`config.mk`:
```
export PLATFORM = sky130hd
export DESIGN_NAME = ultrasonic_echo_ranger
export DESIGN_NICKNAME = d
export VERILOG_FILES = /design/src/hw/rtl/uer_pkg.sv /design/src/hw/rtl/uer_div.sv /design/src/hw/rtl/ultrasonic_echo_ranger.sv
export SDC_FILE = /design/constraint.sdc
export NUM_CORES = 1
export LEC_CHECK = 0
export BUFFER_PORTS_ARGS = -buffer_cell sky130_fd_sc_hd__buf_2
export CAP_MARGIN = 40
export CORE_UTILIZATION = 45
export CTS_BUF_LIST = sky130_fd_sc_hd__clkbuf_8
export CTS_CLUSTER_DIAMETER = 150
export DETAILED_ROUTE_END_ITERATION = 6
export GPL_ROUTABILITY_DRIVEN = 0
export PLACE_DENSITY_LB_ADDON = 0.25
export SLEW_MARGIN = 10
export SYNTH_ARGS = -nofsm -noshare
export SYNTH_HDL_FRONTEND = slang
export SYNTH_HIERARCHICAL = 1
export SYNTH_SLANG_ARGS = --single-unit
export TNS_END_PERCENT = 1
```
`constraint.sdc`:
```
create_clock -name clk -period 9.3 [get_ports clk]
set_input_delay 0.93 -clock clk [delete_from_list [all_inputs] [get_ports clk]]
set_output_delay 0.93 -clock clk [all_outputs]
set_load 0.005 [all_outputs]
```
`src/hw/rtl/uer_pkg.sv`:
```
// ----------------------------------------------------------------------------
// uer_pkg: shared types and constants of the ultrasonic echo ranger
// Request and result layouts, field widths, status and register codes.
// ----------------------------------------------------------------------------
`default_nettype none

package uer_pkg;

  localparam int TIME_W  = 20;           // timeout register width
  localparam int ECHO_W  = TIME_W + 1;   // elapsed tick counter / echo width
  localparam int DIV_W   = 8;            // us_per_cm divisor width
  localparam int DIST_W  = 16;
  localparam int CFG_IDX_W = 2;

  localparam logic [ECHO_W-1:0] TRIG_LOW_TICKS  = ECHO_W'(2);
  localparam logic [ECHO_W-1:0] TRIG_HIGH_TICKS = ECHO_W'(10);

  localparam logic [TIME_W-1:0] TIMEOUT_RST = TIME_W'(30000);
  localparam logic [DIV_W-1:0]  US_CM_RST   = DIV_W'(58);
  localparam logic [DIST_W-1:0] MAX_CM_RST  = DIST_W'(400);

  localparam logic [CFG_IDX_W-1:0] REG_TIMEOUT = 2'd0;
  localparam logic [CFG_IDX_W-1:0] REG_US_CM   = 2'd1;
  localparam logic [CFG_IDX_W-1:0] REG_MAX_CM  = 2'd2;

  localparam logic [1:0] STAT_OK      = 2'd0;
  localparam logic [1:0] STAT_TIMEOUT = 2'd1;
  localparam logic [1:0] STAT_RANGE   = 2'd2;

  typedef struct packed {
    logic start_req;
    logic echo_level;
  } uer_in_t;

  typedef struct packed {
    logic              trigger_level;
    logic              busy_res;
    logic              done_res;
    logic [1:0]        status;
    logic [DIST_W-1:0] distance_cm;
    logic [ECHO_W-1:0] echo_width_us;
  } uer_out_t;

endpackage

`default_nettype wire

```
`src/hw/rtl/uer_div.sv`:
```
// ----------------------------------------------------------------------------
// uer_div: bit-serial restoring divider
// Divides the echo width by the 8-bit divisor, one quotient bit per cycle.
// ----------------------------------------------------------------------------
`default_nettype none

module uer_div (
  input  wire logic                       clk,
  input  wire logic                       rst_n,
  input  wire logic                       start,
  input  wire logic [uer_pkg::ECHO_W-1:0] dividend,
  input  wire logic [uer_pkg::DIV_W-1:0]  divisor,
  output logic                            done,
  output logic [uer_pkg::ECHO_W-1:0]      quotient
);

  localparam int CNT_W = $clog2(uer_pkg::ECHO_W);
  localparam logic [CNT_W-1:0] LAST_STEP = CNT_W'(uer_pkg::ECHO_W - 1);

  logic                        busy_r;
  logic                        done_r;
  logic [CNT_W-1:0]            cnt_r;
  logic [uer_pkg::DIV_W-1:0]   rem_r;
  logic [uer_pkg::DIV_W-1:0]   dvs_r;
  logic [uer_pkg::ECHO_W-1:0]  quo_r;
  logic [uer_pkg::DIV_W:0]     trial;
  logic [uer_pkg::DIV_W:0]     diff;
  logic                        fits;

  // shift the next dividend bit into the partial remainder
  assign trial = {rem_r, quo_r[uer_pkg::ECHO_W-1]};
  assign diff  = trial - {1'b0, dvs_r};
  assign fits  = (trial >= {1'b0, dvs_r});

  always_ff @(posedge clk) begin
    if (!rst_n) begin
      busy_r <= 1'b0;
      done_r <= 1'b0;
      cnt_r  <= '0;
    end else begin
      done_r <= !start && busy_r && (cnt_r == LAST_STEP);
      if (start) begin
        busy_r <= 1'b1;
        cnt_r  <= '0;
      end else if (busy_r) begin
        cnt_r <= cnt_r + CNT_W'(1);
        if (cnt_r == LAST_STEP) begin
          busy_r <= 1'b0;
        end
      end
    end
  end

  always_ff @(posedge clk) begin
    if (start) begin
      rem_r <= '0;
      dvs_r <= divisor;
      quo_r <= dividend;
    end else if (busy_r) begin
      rem_r <= fits ? diff[uer_pkg::DIV_W-1:0] : trial[uer_pkg::DIV_W-1:0];
      quo_r <= {quo_r[uer_pkg::ECHO_W-2:0], fits};
    end
  end

  assign done     = done_r;
  assign quotient = quo_r;

endmodule

`default_nettype wire

```
`src/hw/rtl/ultrasonic_echo_ranger.sv`:
```
// ----------------------------------------------------------------------------
// ultrasonic_echo_ranger: ultrasonic time-of-flight ranging sequencer
// One request per microsecond tick, one result per request.
// ----------------------------------------------------------------------------
// Usage:
//   in_*   : one request per tick, carrying start_req and the echo sample.
//   out_*  : one result per request: trigger level, busy, done, status,
//            distance and echo width (the last three valid with done).
//   cfg_*  : register writes (0 echo timeout, 1 us_per_cm, 2 max_distance_cm),
//            always ready; write them only while the block is idle.
// Latency: a request's result is valid in the cycle after it is taken.
//   The request that sees the echo fall starts the serial divider (unless
//   the divisor is zero), which makes one quotient bit per cycle over the
//   21-bit width; its result shows once the divider is done. Otherwise one
//   request per cycle while results drain; none is taken while it divides.
// A new request is taken while the result register is empty or being
// drained; a stalled receiver holds the result and blocks the input.
// Reset: phase idle, counter zero, registers at their defaults, no result.
// ----------------------------------------------------------------------------
`default_nettype none

module ultrasonic_echo_ranger (
  input  wire logic                          clk,
  input  wire logic                          rst_n,
  input  wire logic                          in_valid,
  output logic                               in_ready,
  input  wire uer_pkg::uer_in_t              in_data,
  output logic                               out_valid,
  input  wire logic                          out_ready,
  output uer_pkg::uer_out_t                  out_data,
  input  wire logic                          cfg_valid,
  output logic                               cfg_ready,
  input  wire logic [uer_pkg::CFG_IDX_W-1:0] cfg_index,
  input  wire logic [uer_pkg::TIME_W-1:0]    cfg_data
);

  typedef enum logic [4:0] {
    PH_IDLE = 5'b00001,
    PH_LOW  = 5'b00010,
    PH_HIGH = 5'b00100,
    PH_RISE = 5'b01000,
    PH_FALL = 5'b10000
  } phase_t;

  typedef enum logic [1:0] {
    CS_RUN = 2'b01,
    CS_DIV = 2'b10
  } ctrl_t;

  localparam int EW = uer_pkg::ECHO_W;
  localparam int DW = uer_pkg::DIST_W;

  phase_t                        phase_r, phase_nxt;
  ctrl_t                         ctrl_r;
  logic [EW-1:0]                 elapsed_r, elapsed_nxt;
  logic [uer_pkg::TIME_W-1:0]    timeout_r;
  logic [uer_pkg::DIV_W-1:0]     us_cm_r;
  logic [DW-1:0]                 max_cm_r;
  logic                          out_valid_r;
  uer_pkg::uer_out_t             out_data_r;
  uer_pkg::uer_out_t             res;
  logic                          div_start;
  logic                          div_done;
  logic [EW-1:0]                 quotient;
  logic [EW-1:0]                 inc;
  logic                          timed_out;
  logic                          in_acc;
  logic [DW-1:0]                 dist_sat;

  function automatic logic [1:0] range_status(input logic [DW-1:0] d,
                                              input logic [DW-1:0] dmax);
    range_status = (d == '0 || d > dmax) ? uer_pkg::STAT_RANGE : uer_pkg::STAT_OK;
  endfunction

  assign in_ready  = (ctrl_r == CS_RUN) && (!out_valid_r || out_ready);
  assign in_acc    = in_valid && in_ready;
  assign cfg_ready = 1'b1;
  assign out_valid = out_valid_r;
  assign out_data  = out_data_r;

  assign inc       = elapsed_r + EW'(1);
  assign timed_out = (elapsed_r >= {1'b0, timeout_r});
  assign dist_sat  = (quotient > EW'({DW{1'b1}})) ? {DW{1'b1}} : quotient[DW-1:0];

  uer_div u_div (
    .clk      (clk),
    .rst_n    (rst_n),
    .start    (div_start),
    .dividend (elapsed_r),
    .divisor  (us_cm_r),
    .done     (div_done),
    .quotient (quotient)
  );

  always_comb begin
    phase_nxt   = phase_r;
    elapsed_nxt = elapsed_r;
    res         = '0;
    div_start   = 1'b0;
    unique case (phase_r)
      PH_LOW: begin
        res.busy_res = 1'b1;
        elapsed_nxt  = inc;
        if (inc >= uer_pkg::TRIG_LOW_TICKS) begin
          phase_nxt   = PH_HIGH;
          elapsed_nxt = '0;
        end
      end
      PH_HIGH: begin
        res.busy_res      = 1'b1;
        res.trigger_level = 1'b1;
        elapsed_nxt       = inc;
        if (inc >= uer_pkg::TRIG_HIGH_TICKS) begin
          phase_nxt   = PH_RISE;
          elapsed_nxt = '0;
        end
      end
      PH_RISE: begin
        if (in_data.echo_level) begin
          res.busy_res = 1'b1;
          phase_nxt    = PH_FALL;
          elapsed_nxt  = EW'(1);
        end else if (timed_out) begin
          res.done_res = 1'b1;
          res.status   = uer_pkg::STAT_TIMEOUT;
          phase_nxt    = PH_IDLE;
          elapsed_nxt  = '0;
        end else begin
          res.busy_res = 1'b1;
          elapsed_nxt  = inc;
        end
      end
      PH_FALL: begin
        if (!in_data.echo_level) begin
          res.done_res      = 1'b1;
          res.echo_width_us = elapsed_r;
          // a zero divisor saturates without running the divider
          if (us_cm_r == '0) begin
            res.distance_cm = {DW{1'b1}};
            res.status      = range_status({DW{1'b1}}, max_cm_r);
          end else begin
            div_start = in_acc;
          end
          phase_nxt   = PH_IDLE;
          elapsed_nxt = '0;
        end else if (timed_out) begin
          res.done_res = 1'b1;
          res.status   = uer_pkg::STAT_TIMEOUT;
          phase_nxt    = PH_IDLE;
          elapsed_nxt  = '0;
        end else begin
          res.busy_res = 1'b1;
          elapsed_nxt  = inc;
        end
      end
      default: begin
        phase_nxt   = PH_IDLE;
        elapsed_nxt = '0;
        if (in_data.start_req) begin
          res.busy_res = 1'b1;
          phase_nxt    = PH_LOW;
          elapsed_nxt  = EW'(1);
        end
      end
    endcase
  end

  always_ff @(posedge clk) begin
    if (!rst_n) begin
      phase_r     <= PH_IDLE;
      elapsed_r   <= '0;
      ctrl_r      <= CS_RUN;
      out_valid_r <= 1'b0;
      timeout_r   <= uer_pkg::TIMEOUT_RST;
      us_cm_r     <= uer_pkg::US_CM_RST;
      max_cm_r    <= uer_pkg::MAX_CM_RST;
    end else begin
      if (cfg_valid) begin
        unique case (cfg_index)
          uer_pkg::REG_TIMEOUT: timeout_r <= cfg_data;
          uer_pkg::REG_US_CM:   us_cm_r   <= cfg_data[uer_pkg::DIV_W-1:0];
          uer_pkg::REG_MAX_CM:  max_cm_r  <= cfg_data[DW-1:0];
          default: ;
        endcase
      end
      if (in_acc) begin
        phase_r     <= phase_nxt;
        elapsed_r   <= elapsed_nxt;
        out_valid_r <= !div_start;
        if (div_start) begin
          ctrl_r <= CS_DIV;
        end
      end else if (ctrl_r == CS_DIV && div_done) begin
        ctrl_r      <= CS_RUN;
        out_valid_r <= 1'b1;
      end else if (out_ready) begin
        out_valid_r <= 1'b0;
      end
    end
  end

  always_ff @(posedge clk) begin
    if (in_acc) begin
      out_data_r <= res;
    end else if (ctrl_r == CS_DIV && div_done) begin
      out_data_r.distance_cm <= dist_sat;
      out_data_r.status      <= range_status(dist_sat, max_cm_r);
    end
  end

endmodule

`default_nettype wire

```
==> flow_metrics.py, run 1 <==
metrics = {
    "sta": {
        "period_needed_ps": 3550,
        "setup_viol": 0,
        "hold_slack_ps": 458.5,
        "max_freq_mhz": 281.7,
        "slew_violations": 0,
        "skew_ps": 12.98,
        "slew_headroom": 0.4694,
        "min_period_over_period": 0.3817,
        "worst_slew_pin_slew_ps": 795.0,
        "hold_violations": 0,
        "rsz0062_at_grt": "false",
        "setup-tns-final_ps": 0,
    },
    "die": {
        "io_pins": 74,
        "die_w_um": 138.0,
        "die_y_um": 138.0,
        "start_util": 0.4620,
        "rows": 49,
        "core_mm2": 0.01802,
        "die_area_mm2": 0.01905,
    },
    "logic_synthesis": {
        "syn_inst": 886,
        "synthDistinctLibCells": 72,
        "async_reset_ff_frac": 0,
        "synth_nets": 964,
        "ys_seq_elements": 159,
        "synth-edff-count": 71,
        "ys_warn_count": 6,
        "synth-main-ff-cell": "dfxtp_1",
        "yosysSeqAreaShare": 0.4676,
        "netlist_area_mm2": 0.008327,
        "syn_avg_cell_area_um2": 9.398,
    },
    "power_and_ir_drop": {
        "power_leakage_nw": 3.634,
        "p_int_mw": 1.014,
        "power.clock.fraction": 0.372,
        "powerDensity_mw_per_mm2": 144.1,
        "power_switching_mw": 0.3257,
        "combPwrFrac": 0.063,
        "seqPwrFrac": 0.565,
        "irDropWorstVdd_uv": 96.05,
        "switching_share": 0.2432,
    },
    "detailed_routing": {
        "drt_pass1_iterations": 5,
        "route.detailed.drc": 0,
        "routed_wl_um": 20440,
        "wl_per_cell_um": 17.22,
        "route.vias.total": 6596,
        "vias_per_cell": 5.557,
        "ant_nets": 0,
        "drt_iter0_markers": 610,
    },
    "finish": {
        "antenna_cells": 0,
        "fin_util": 0.5155,
        "mostFrequentLayoutCell": "nand2_1",
        "syn_to_final_growth_pct": 11.59,
        "final_cell_mix": "146 x nand2_1, 88 x dfxtp_1, 72 x buf_2",
        "final_nets": 1023,
        "drive_above_1_share": 0.1764,
    },
    "run_status": {
        "status": "finished, final reports clean",
    },
    "setup_path": {
        "crit_type": "in -> reg",
        "start_kind": "input port",
        "required_ps": 9380,
        "cp_data_arrival_time_ps": 3630,
        "crit_fanout": 39,
        "endpoint_kind": "register",
    },
    "global_route": {
        "grt_max_degree": 40,
        "grt_use_total": 0.2187,
        "grt_overflow": 0,
        "grt_pass1_vias": 6259,
        "grt_pass1_wl_um": 33000,
        "antenna_found_initial": 0,
    },
    "clocking": {
        "tritoncts": "built",
        "htreeDepth": 4,
        "clkTransAtPathRegs_ps": 80,
        "cts_root_buf": "clkbuf_8",
        "insertion_delay_ps": 470,
        "ctsResizeCount": 0,
        "clock_path_buffers": 2,
        "clock-sinks": 159,
        "cts_buffers": 17,
        "post-cts-setup-buffers": 0,
        "ctsHoldBuffers": 0,
    },
    "placement": {
        "portBuffers": 72,
        "place_hpwl_um": 14660,
    },
    "run": {
        "drv_cap": 0,
    },
    "min_path": {
        "min-delay-path-class": "reg -> reg",
    },
}
[final cells by class]
cell class / instances / area, um^2
fill: 1714 / 8733
multi-input combinational: 620 / 4020
sequential: 159 / 3894
timing repair buffer: 81 / 455.4
tap: 229 / 286.5
clock buffer: 20 / 275.3
inverter: 66 / 247.7
clock inverter: 12 / 112.6
[stage by stage]
stage	area [um^2]	worst slack (ps)	total power [mW]	cells
after CTS	9291	5733	1.349	1187
after floorplan	8327	5428	0.8170	886
final	9291	5750	1.339	1187
after detailed placement	8904	5236	0.8571	1155
after global routing	9291	5401	1.387	1187
after global placement	8853	4711	0.8535	1152
[power by group through the flow]
stage               Clock [mW]  Sequential (mW)  Combinational (mW)
finish                   0.499            0.757              0.0840
global route             0.534            0.759              0.0941
CTS                      0.507            0.757              0.0845
detailed placement           0            0.773              0.0842
global placement             0            0.773              0.0808
floorplan                    0            0.773              0.0444
[metal layers]
layer / track usage / share of wire / wire [um]
met5: 0 / 0 / 0
met4: 0.07750 / 0.018 / 370
met2: 0.3618 / 0.48 / 9789
met1: 0.2922 / 0.45 / 9273
met3: 0.03083 / 0.049 / 1007
[critical path, cell delays in order]
cell and delay (ps):
buf_2 90, nor2b_1 140, nor3b_1 80, nand2_1 70, buf_4 270, clkinv_1 430
nand2_1 250, a21oi_4 40, buf_4 300, nor2_1 480, inv_1 520
[cell usage after synthesis (all sizes together), types with 13 or more instances]
cell type | n | area, um^2
or2 | 15 | 93.84
nor3 | 17 | 85.08
inv | 65 | 244.0
a21oi | 49 | 252.8
nand3 | 30 | 150.1
nor4 | 13 | 93.84
edfxtp | 71 | 2132
dfxtp | 88 | 1762
nand4 | 24 | 156.4
mux2 | 23 | 262.8
ha | 48 | 600.6
mux2i | 21 | 210.2
clkbuf | 30 | 112.6
o21ai | 20 | 100.1
and2 | 17 | 106.4
nor2 | 56 | 210.2
a31oi | 13 | 81.33
nand2 | 146 | 548.0
o211ai | 14 | 105.1
[cells by family after synthesis]
group | share of synthesized area
and+or+nand+nor | 0.2140
DFF | 0.4676
AOI/OAI and AO/OA | 0.1124
buffers and inverters | 0.05214
adders and majority gates | 0.07453
muxes | 0.05680
xor gates and xnor gates | 0.02209
other | 0.0004504
[registers in the layout (all words and copies together) (netlist names), 8 cells and up]
| signal | flops |
|---|---|
| elapsed_r | 21 |
| max_cm_r | 16 |
| out_data | 42 |
| timeout_r | 20 |
| u_div/dvs_r | 8 |
| u_div/quotient | 21 |
| u_div/rem_r | 8 |
| us_cm_r | 8 |
[worst paths after layout]
check	slack, ps	endpoint	cells after the start	startpoint
max	5750	u_div/quotient[12]	11	out_ready
min	460	timeout_r[16]	2	timeout_r[16]
max reg2reg	5950	u_div/quotient[12]	10	out_valid
min reg2reg	460	timeout_r[16]	2	timeout_r[16]
(Power assumes the default switching activity.)
==> run 2: changes to the inputs <==
ABC_AREA = 1   (was unset)
clock period = 2.9 ns   (was 9.3 ns; I/O delays follow)
==> flow_metrics.py, run 2 <==
metrics = {
    "run_status": {
        "status": "finished, final reports clean",
    },
    "sta": {
        "period_needed_ps": 2568,
        "skew_ps": 16.91,
        "hold_violations": 0,
        "worst_slew_pin_slew_ps": 730.1,
        "rsz0062_at_grt": "false",
        "max_freq_mhz": 389.4,
        "hold_slack_ps": 62.44,
        "setup_slack_ps": 331.7,
        "setup-tns-final_ps": 0,
        "min_period_over_period": 0.8856,
        "setup_viol": 0,
        "slew_violations": 0,
        "slew_headroom": 0.5133,
    },
    "global_route": {
        "antenna_found_initial": 0,
        "grt_max_degree": 37,
        "grt_overflow": 0,
        "grt_pass1_wl_um": 34930,
        "grt_use_total": 0.2302,
        "grt_pass1_vias": 6800,
    },
    "finish": {
        "antenna_cells": 0,
        "final_nets": 1252,
        "fin_cells": 1421,
        "fin_util": 0.5211,
        "largest_reg_flops": 42,
        "drive_above_1_share": 0.1693,
        "final_cell_mix": "295 x nand2_1, 133 x inv_1, 100 x nor2_1",
        "syn_to_final_growth_pct": 13.23,
        "mostFrequentLayoutCell": "nand2_1",
    },
    "clocking": {
        "cts_root_buf": "clkbuf_8",
        "clkTransAtPathRegs_ps": 90,
        "clock-sinks": 159,
        "clock_path_buffers": 2,
        "htreeDepth": 4,
        "insertion_delay_ps": 470,
        "cts_buffers": 17,
        "tritoncts": "built",
        "ctsResizeCount": 0,
        "post-cts-setup-buffers": 0,
        "ctsHoldBuffers": 0,
    },
    "min_path": {
        "holdPathStages": 3,
        "min-delay-path-class": "in -> reg",
    },
    "setup_path": {
        "r2r_setup_slack_ps": 330,
        "cp_data_arrival_time_ps": 2960,
        "endpoint_kind": "register",
        "start_kind": "register",
        "crit_fanout": 18,
        "required_ps": 3290,
        "crit_type": "reg -> reg",
        "reg2regPathDepth": 13,
    },
    "die": {
        "die_y_um": 140.3,
        "die_area_mm2": 0.01969,
        "io_pins": 74,
        "core_mm2": 0.01871,
        "die_w_um": 140.3,
        "start_util": 0.4602,
        "rows": 50,
    },
    "detailed_routing": {
        "routed_wl_um": 21600,
        "vias_per_cell": 5.224,
        "wl_per_cell_um": 15.20,
        "ant_nets": 0,
        "drt_iter0_markers": 541,
        "route.vias.total": 7424,
        "route.detailed.drc": 0,
        "drt_pass1_iterations": 5,
    },
    "logic_synthesis": {
        "synthDistinctLibCells": 47,
        "syn_inst": 1086,
        "yosysSeqAreaShare": 0.4523,
        "ys_warn_count": 6,
        "netlist_area_mm2": 0.008608,
        "synth_commonest_cells": "295 x nand2_1, 134 x inv_1, 101 x nor2_1, 88 x dfxtp_1, 71 x edfxtp_1",
        "synth_area_leaders": "edfxtp_1 25%, dfxtp_1 20%, nand2_1 13%, ha_1 7.0%, inv_1 5.8%",
        "ys_seq_elements": 159,
        "synth_nets": 1164,
        "synth_top_area_cell": "edfxtp_1",
        "async_reset_ff_frac": 0,
        "synth-main-ff-cell": "dfxtp_1",
        "syn_avg_cell_area_um2": 7.927,
        "synth.most_common_cell": "nand2_1",
        "synth_top_area_share": 0.2477,
        "synth-edff-count": 71,
    },
    "power_and_ir_drop": {
        "seqPwrFrac": 0.547,
        "switching_share": 0.2563,
        "powerDensity_mw_per_mm2": 455.2,
        "power_leakage_nw": 4.278,
        "power.clock.fraction": 0.384,
        "power_switching_mw": 1.137,
        "p_int_mw": 3.300,
        "combPwrFrac": 0.069,
        "irDropWorstVdd_uv": 334.0,
    },
    "placement": {
        "placedCellCount": 1389,
        "place_hpwl_um": 16130,
        "portBuffers": 72,
        "pre_cts_ws_ps": 211.5,
    },
    "run": {
        "drv_cap": 0,
    },
}
run 2: changes by cell type in the layout (fill, tap and decap cells not counted), sizes merged, moves of 16 or more:
cell / previous run / this run
inv: 67 / 143
buf: 81 / 101
nand2: 146 / 306
nor2: 56 / 115
a21oi: 49 / 75
mux2: 23 / 0
and2: 17 / 1
o21ai: 20 / 47
nand3: 30 / 62
mux2i: 21 / 0
run 2: per-stage QoR:
stage	instance area (um^2)	total power, mW
after floorplan	8613	2.651
after global placement	9338	2.778
after detailed placement	9338	2.783
after CTS	9744	4.473
after global routing	9747	4.604
final	9747	4.437
run 2: cell type report:
cell class	count	area (um^2)
fillers	1800	8959
multi-input cells	759	4065
flip-flops and latches	159	3894
repair buffers	101	578.1
inverters	136	510.5
well taps	234	292.8
clock buffers	17	234.0
clock inverters	15	172.7
run 2: worst paths after layout:
check | from | endpoint
worst max-delay path | elapsed_r[1] | elapsed_r[2]
worst min-delay path | cfg_data[14] | timeout_r[14]
worst max register to register | elapsed_r[1] | elapsed_r[2]
worst min register to register | timeout_r[17] | timeout_r[17]
run 2: cell families after synthesis:
family / after synthesis / share of synthesized area
and+or+nand+nor: 557 / 0.2932
buffers and inverters: 168 / 0.07762
DFF: 159 / 0.4523
AOI/OAI and AO/OA: 142 / 0.09332
adders and majority gates: 49 / 0.07209
xor gates and xnor gates: 10 / 0.01105
other: 1 / 0.0004356
run 2: critical path, cell delays in order, from the launching register on:
cell	delay, ps
dfxtp_1	390
ha_1	300
nand2_1	160
nor2_4	280
nand3_2	130
nand2_1	80
nand2_1	70
nor2_1	110
nand2_1	100
nor2_4	140
nand4_2	160
nand3_4	280
nand3_1	140
a21oi_1	140
run 2: power by group through the flow:
stage	sequential [mW]	combinational, mW	clock [mW]
after floorplan	2.48	0.170	0
after global placement	2.48	0.299	0
after detailed placement	2.48	0.303	0
after CTS	2.43	0.306	1.74
after global routing	2.43	0.344	1.83
final	2.43	0.305	1.70
run 2: layer usage:
layer  GRT usage  vias up  routed length (um)
met3     0.03316       34                 922
met4     0.09080        0                 442
met1      0.3133     3460               10210
met5           0        -                   0
met2      0.3692      192               10020
li1            -     3738                   -
==> run 3: changes to the inputs <==
==> constraint.sdc (replaced) <==
create_clock -name clk -period 2.9 [get_ports clk]
set_input_delay 0 -clock clk [delete_from_list [all_inputs] [get_ports clk]]
set_output_delay 0 -clock clk [all_outputs]
set_load 0.005 [all_outputs]
==> flow_metrics.py, run 3 (same netlist as run 2, synthesis figures left out) <==
metrics = {
    "sta": {
        "rsz0062_at_grt": "false",
        "skew_ps": 11.14,
        "min_period_over_period": 0.8937,
        "slew_headroom": 0.3865,
        "period_needed_ps": 2592,
        "worst_slew_pin_slew_ps": 917.6,
        "max_freq_mhz": 385.9,
        "slew_violations": 0,
        "setup-tns-final_ps": 0,
        "hold_slack_ps": 54.48,
        "setup_viol": 0,
        "hold_violations": 0,
    },
    "finish": {
        "final_nets": 1279,
        "mostFrequentLayoutCell": "nand2_1",
        "fin_cells": 1448,
        "largest_reg_flops": 42,
        "drive_above_1_share": 0.1647,
        "antenna_cells": 0,
        "final_cell_mix": "295 x nand2_1, 133 x inv_1, 100 x nor2_1",
        "fin_util": 0.5353,
        "syn_to_final_growth_pct": 16.32,
    },
    "setup_path": {
        "critical_path.most_common_cell": "nand2_1",
        "critPathMaxStageDelay_ps": 400,
        "start_kind": "register",
        "crit_slowest_cell": "dfxtp_1",
        "reg2regPathDepth": 13,
        "reg2reg_from": "elapsed_r[1]",
        "required_ps": 3280,
        "endpoint_kind": "register",
        "r2r_end": "elapsed_r[2]",
        "endpoint": "elapsed_r[2]",
        "path_cells": "ha_1 > nand2_1 > nor2_4 > nand3_2 > nand2_1 > nand2_1 > nor2_1 > nand2_1 > nor2_4 > nand4_2 > nand3_4 > nand3_1 > a21oi_1",
        "crit_fanout": 18,
        "cp_data_arrival_time_ps": 2970,
        "r2r_setup_slack_ps": 310,
        "crit_type": "reg -> reg",
        "critPathLaunch": "elapsed_r[1]",
    },
    "power_and_ir_drop": {
        "powerDensity_mw_per_mm2": 437.9,
        "irDropWorstVdd_uv": 282.2,
        "power_leakage_nw": 4.392,
    },
    "detailed_routing": {
        "route.vias.total": 7513,
        "vias_per_cell": 5.189,
        "route.detailed.drc": 0,
        "ant_nets": 0,
        "topRoutingLayerUsed": "met4",
        "dr_wl_met3_um": 971,
        "wl_met1_um": 10180,
        "routed_wl_um": 21650,
        "drt_pass1_iterations": 5,
        "wl_met2_um": 10080,
        "drt_iter0_markers": 514,
        "wl_per_cell_um": 14.95,
    },
    "clocking": {
        "htreeDepth": 4,
        "cts_root_buf": "clkbuf_8",
        "tritoncts": "built",
        "clkTransAtPathRegs_ps": 90,
        "cts_buffers": 17,
        "insertion_delay_ps": 470,
        "clock-sinks": 159,
        "post-cts-setup-buffers": 0,
        "clock_path_buffers": 2,
    },
    "min_path": {
        "min-delay-path-class": "in -> reg",
        "holdPathStages": 4,
    },
    "die": {
        "die_w_um": 140.3,
        "core_mm2": 0.01871,
        "start_util": 0.4602,
        "die_y_um": 140.3,
        "rows": 50,
        "die_area_mm2": 0.01969,
        "io_pins": 74,
    },
    "global_route": {
        "grt_use_total": 0.2309,
        "grt_overflow": 0,
        "grt_pass1_wl_um": 35250,
        "antenna_found_initial": 0,
        "grt_max_degree": 50,
        "grt_pass1_vias": 6959,
    },
    "placement": {
        "placedCellCount": 1389,
        "place_hpwl_um": 16070,
        "portBuffers": 72,
    },
    "run": {
        "drv_cap": 0,
    },
    "run_status": {
        "status": "finished, final reports clean",
    },
}
## run 3: cell count changes in the layout (fill, tap and decap cells not counted)
| cell | delta |
|---|---|
| clkinv_1 | +1 |
| clkinv_4 | +3 |
| o21ai_1 | -1 |
| inv_8 | -1 |
| o21ai_0 | +1 |
| buf_4 | -1 |
| clkinvlp_4 | -4 |
| inv_6 | +2 |
| bufinv_16 | -1 |
| buf_16 | +1 |
| dlygate4sd3_1 | +27 |
## run 3: worst min path at each step
| stage | end | from | slack, ps |
|---|---|---|---|
| detailed placement | timeout_r[13] | cfg_data[13] | 230 |
| finish | timeout_r[12] | cfg_index[0] | 50 |
| global placement | timeout_r[13] | cfg_data[13] | 230 |
| floorplan | us_cm_r[3] | cfg_data[3] | 130 |
| global route | timeout_r[14] | cfg_index[0] | 70 |
| CTS | timeout_r[12] | cfg_index[0] | 40 |
## run 3: per-layer routing
metal  vias up  GRT usage
met3        31    0.03248
met5         -          0
met2       202     0.3768
met4         0    0.08213
met1      3488     0.3129
li1       3792          -
## run 3: report_power, final
group	switching [mW]	internal [mW]	leakage (nW)	total (mW)
registers	0.0249	2.40	1.39	2.43
clock network	0.917	0.706	0.193	1.62
logic	0.203	0.130	2.81	0.334
## run 3: critical path, delay by kind of cell, from the launching register on
family	cells	cell delay, ps
fa+ha+maj	1	310
compound gates	1	140
simple gates	11	1650
flops	1	400
## run 3: repair_timing
item	CTS	global route
resized for setup	0	2
hold endpoints to repair	48	0
setup endpoints to repair	0	1
hold buffers	27	0
## run 3: layout make-up
cell class / count / area [um^2]
clock buffers: 17 / 234.0
clock inverters: 15 / 148.9
fillers: 1758 / 8692
inverters: 136 / 510.5
multi-input cells: 759 / 4065
flip-flops and latches: 159 / 3894
well taps: 234 / 292.8
repair buffers: 128 / 868.3
## run 3: through the flow
step	setup slack, ps	power [mW]	area, um^2
after floorplan	166.1	2.651	8613
after global routing	9.162	4.558	10010
after CTS	175.6	4.415	10010
final	308.4	4.385	10010
after detailed placement	223.9	2.784	9358
after global placement	282.1	2.778	9330
